## config.mk

```make
export PLATFORM = sky130hd
export DESIGN_NAME = lzwd_ctrl
export DESIGN_NICKNAME = d
export VERILOG_FILES = /design/src/hdl/lzwd_pkg.sv /design/src/hdl/lzwd_ctrl.sv
export SDC_FILE = /design/constraint.sdc
export NUM_CORES = 1
export LEC_CHECK = 0
export ABC_AREA = 0
export BUFFER_PORTS_ARGS = -buffer_cell sky130_fd_sc_hd__buf_2
export CORE_AREA = 2 2 39 41
export CTS_CLUSTER_SIZE = 28
export DETAILED_ROUTE_END_ITERATION = 7
export DIE_AREA = 0 0 41 43
export GPL_TIMING_DRIVEN = 0
export HOLD_SLACK_MARGIN = 0.1
export SETUP_SLACK_MARGIN = 0.05
export SLEW_MARGIN = 20
export SYNTH_ARGS = -nofsm -noshare
export SYNTH_HDL_FRONTEND = slang
export SYNTH_SLANG_ARGS = --single-unit
```

## constraint.sdc

```tcl
create_clock -name clk_i -period 2 [get_ports clk_i]
set_input_delay 0.1 -clock clk_i [delete_from_list [all_inputs] [get_ports clk_i]]
set_output_delay 0.1 -clock clk_i [all_outputs]
set_load 0.01 [all_outputs]
```

## src/hdl/lzwd_pkg.sv

```systemverilog
// Shared types and constants for the LZSS window decompressor.
`timescale 1ns / 1ps
package lzwd_pkg;

  localparam int WINDOW_DEPTH_DEF = 4096;
  localparam int LENGTH_BITS_DEF  = 24;

  // Header carries a 24-bit little-endian length after one type byte
  localparam int LEN_MAX_BITS = 24;
  localparam logic [2:0] HDR_BYTES = 3'd4;
  localparam logic [2:0] HDR_LEN_B0 = 3'd1;
  localparam logic [2:0] HDR_LEN_B1 = 3'd2;
  localparam logic [2:0] HDR_LEN_B2 = 3'd3;

  // Token format: high nibble is length minus 3, 12-bit distance minus 1
  localparam int DIST_BITS = 12;
  localparam int RUN_BITS  = 5;
  localparam logic [RUN_BITS-1:0] MATCH_MIN = 5'd3;

  // Flag index value that means the next byte is a flag byte
  localparam logic [3:0] FLAG_COUNT = 4'd8;

  typedef enum logic [1:0] {
    KIND_SILENT  = 2'd0,
    KIND_LITERAL = 2'd1,
    KIND_COPY    = 2'd2
  } kind_e;

  typedef struct packed {
    logic accept;
    logic rd;
    logic put;
    logic sel_copy;
  } lzwd_cmd_t;

  typedef struct packed {
    kind_e kind;
    logic  slot_free;
    logic  copy_last;
  } lzwd_sts_t;

endpackage

```

## src/hdl/lzwd_ctrl.sv

```systemverilog
// Controller state machine for the LZSS window decompressor.
`timescale 1ns / 1ps
module lzwd_ctrl import lzwd_pkg::*; (
  input  logic      clk_i,
  input  logic      rst_ni,
  input  logic      in_valid_i,
  output logic      in_ready_o,
  input  lzwd_sts_t sts_i,
  output lzwd_cmd_t cmd_o
);

  typedef enum logic [3:0] {
    ST_IDLE = 4'b0001,
    ST_LIT  = 4'b0010,
    ST_RD   = 4'b0100,
    ST_WR   = 4'b1000
  } state_e;

  state_e state_q, state_d;

  always_comb begin
    state_d          = state_q;
    cmd_o            = '0;
    in_ready_o       = 1'b0;
    unique case (state_q)
      ST_IDLE: begin
        in_ready_o   = 1'b1;
        cmd_o.accept = in_valid_i;
        if (in_valid_i) begin
          case (sts_i.kind)
            KIND_LITERAL: state_d = ST_LIT;
            KIND_COPY:    state_d = ST_RD;
            default:      state_d = ST_IDLE;
          endcase
        end
      end
      ST_LIT: begin
        cmd_o.put = sts_i.slot_free;
        if (sts_i.slot_free) begin
          state_d = ST_IDLE;
        end
      end
      ST_RD: begin
        cmd_o.rd = 1'b1;
        state_d  = ST_WR;
      end
      ST_WR: begin
        cmd_o.sel_copy = 1'b1;
        cmd_o.put      = sts_i.slot_free;
        if (sts_i.slot_free) begin
          state_d = sts_i.copy_last ? ST_IDLE : ST_RD;
        end
      end
      default: state_d = ST_IDLE;
    endcase
  end

  always_ff @(posedge clk_i or negedge rst_ni) begin
    if (!rst_ni) begin
      state_q <= ST_IDLE;
    end else begin
      state_q <= state_d;
    end
  end

endmodule

```

==> results.toml <==
[routing]
viasPerCell = 4.61
num_vias = 286
top_layer = "met3"
wl_met1_um = 363
route.met3.wl_um = 64
wire_per_inst_um = 11.4
drt_wl_total_um = 706
wl_met2_um = 278
drc = 0
drt_first_pass_iters = 2
ant_nets = 0
drt_iter0_markers = 1

[final_layout]
layout.cells.non_filler = 62
finalNetCount = 56
reg_top3 = "state_q: 4 flops"
diodes = 0
fin_util_pct = 32.2
regArea_um2 = 101
fill_cells = 145
largest_register_ffs = 4
multi_input_area_um2 = 200
top_register = "state_q"
area_growth_pct = 37.5
finalInstanceArea_um2 = 445
final_layout_size_suffix_gt1_share_pct = 45.7

[die]
die_x_um = 41
fp-row-count = 14
die_height_um = 43
dieArea_um2 = 1760
num_io_pins = 12
core_um2 = 1380
start_util_pct = 23.4

[critical_path]
cpPeakStageDelay_ns = 0.51
cp_data_arrival_time_ns = 1.52
crit_path_start_kind = "register"
cp_top_family = "simple AND/OR/NAND/NOR gates"
critPathMaxFanout = 10
required_ns = 1.90
crit_type = "reg2out"
crit_chain = "buf_6, nor4b_2, and2_1, buf_2"
worst-path-buf-inv = 2
cp-end-kind = "output port"
slowest_stage = "dfstp_2"

[global_route]
grtUsageTotal_pct = 10.2
grt_pass1_wl_mm = 1.17
antenna_found_initial = 0
grt_pass1_vias = 276
grt_max_degree = 11
overflow = 0

[timing]
slew_headroom_pct = 68.1
finalCritPeriodShare_pct = 81.2
fin_crit_ns = 1.62
setup_viol = 0
rsz0062_at_grt = "no"
tns_ns = 0
finalHoldViolations = 0
worst_slack_ns = 0.377
maxSlewViolCount = 0
clock.fmax_mhz = 616
worst_pin_slew_ns = 0.475
skew_ns = 0.0142

[clock_network]
cts_tree = "built"
clock-sinks = 4
cts_max_path_buffers = 2
cts_buffers = 3
cts-root-buf = "clkbuf_4"
htreeDepth = 1
ctsResizeCount = 0
clkTransAtPathRegs_ns = 0.05
clk_latency_ns = 0.25

[synth]
synth_nets = 38
syn_inst = 29
synth.largest_area_cell = "dfrtp_1"
ys_warn_count = 0
syn_area_um2 = 324
synthTopCellsByArea = "dfrtp_1, dfstp_2, ha_1, or4b_1, nor4b_1"
synthDistinctLibCells = 21
ys_seq_area_share_pct = 31.3
synth_top_area_share_pct = 23.2
synth_seq_cells = 4
synth_area_per_cell_um2 = 11.2

[power_and_ir_drop]
switching_share_pct = 35.1
clock_power_share_pct = 28.0
leakage_uw = 0.000211
power.density_nw_per_um2 = 926
power.switching_uw = 145
p_seq_share_pct = 30.7
ir_drop_mv = 0.511
p_comb_share_pct = 41.3
p_int_uw = 268

[place]
dp_hpwl_um = 502
post_dp_cell_area_um2 = 399
gp_congestion = 0.730
place_ws_ns = 0.616
io_buffers = 11
placed_cells = 56

[min_path]
hold_path_class = "in2reg"

[run_status]
status = "complete, no violations"

[run]
maxCapViolCount = 0
## placed cells by master (no fill, tap or decap)
cell	netlist	layout
a211oi_1	1	1
a2bb2oi_2	1	1
a31oi_1	1	1
and2_1	1	1
and2b_1	1	1
buf_2	0	11
buf_6	1	1
clkbuf_1	0	1
clkbuf_4	0	3
dfrtp_1	3	3
dfstp_2	1	1
dlygate4sd3_1	0	2
ha_1	2	2
inv_1	3	3
nand4b_1	1	1
nor3_2	1	1
nor4_1	1	1
nor4b_1	2	2
nor4b_2	1	1
o21bai_1	2	2
or3b_1	1	1
or3b_2	1	1
or4b_1	2	2
or4b_4	1	1
xnor2_1	1	1
## path summary, 6_finish.rpt
check / start / endpoint / slack, ns / cells past startpoint
max: state_q[0] / cmd_o[3] / 0.38 / 4
max reg2reg: state_q[0] / state_q[0] / 0.60 / 4
min in group asynchronous: rst_ni / state_q[3] / 0.19 / 2
min: in_valid_i / state_q[1] / 0.17 / 3
min reg2reg: state_q[2] / state_q[1] / 0.60 / 1
max in group asynchronous: rst_ni / state_q[0] / 1.59 / 2
## worst register-to-register path, cell delays in order, from the launching register on
cell and delay, ns:
dfstp_2 0.51, buf_6 0.12, or4b_1 0.43, a31oi_1 0.16
o21bai_1 0.08
## per-layer routing
metal	up-vias	GRT usage (%)
li1	147	-
met1	126	14.0
met2	13	12.5
met3	0	6.28
met4	0	4.00
met5	-	0
## final cells by class
cell class | count | share of cell area [%]
inverter | 3 | 2.53
buffer | 1 | 2.53
timing repair buffer | 13 | 16.9
sequential | 4 | 22.8
tap | 16 | 4.49
multi-input combinational | 21 | 44.9
clock buffer | 4 | 5.90
## logic make-up after synthesis
| family | count (synthesis) | synth area share, % |
|---|---|---|
| AO/OA/AOI/OAI | 5 | 13.5 |
| XOR/XNOR | 1 | 2.70 |
| adder cells (fa/ha/maj) | 2 | 7.72 |
| buffers and inverters | 4 | 6.95 |
| flip-flops | 4 | 31.3 |
| AND/OR/NAND/NOR | 13 | 37.8 |
## through the flow
stage               hold slack [ns]  total power, uW
global route                  0.186              449
finish                        0.174              412
CTS                           0.173              418
global placement            -0.0948              294
detailed placement          -0.0943              295
floorplan                    -0.196              244
## power groups by stage
stage	clock network, uW	logic (uW)	registers [uW]
2_1_floorplan	0	122	122
3_3_place_gp	0	166	128
3_5_place_dp	0	167	127
4_1_cts	120	171	127
5_1_grt	129	188	132
6_report	116	170	126
## synth_stat cells
cell type	count
xnor2_1	1
nor4_1	1
dfstp_2	1
or4b_1	2
or3b_2	1
a211oi_1	1
or4b_4	1
inv_1	3
o21bai_1	2
nand4b_1	1
a31oi_1	1
nor4b_1	2
a2bb2oi_2	1
buf_6	1
and2_1	1
nor4b_2	1
ha_1	2
or3b_1	1
dfrtp_1	3
and2b_1	1
nor3_2	1
## what timing repair did
action | 4_1_cts | 5_1_grt
setup buffers | 0 | 0
hold buffers | 2 | 0
hold endpoints to repair | 5 | 0
Note: power is estimated with default switching activity, not from simulation.
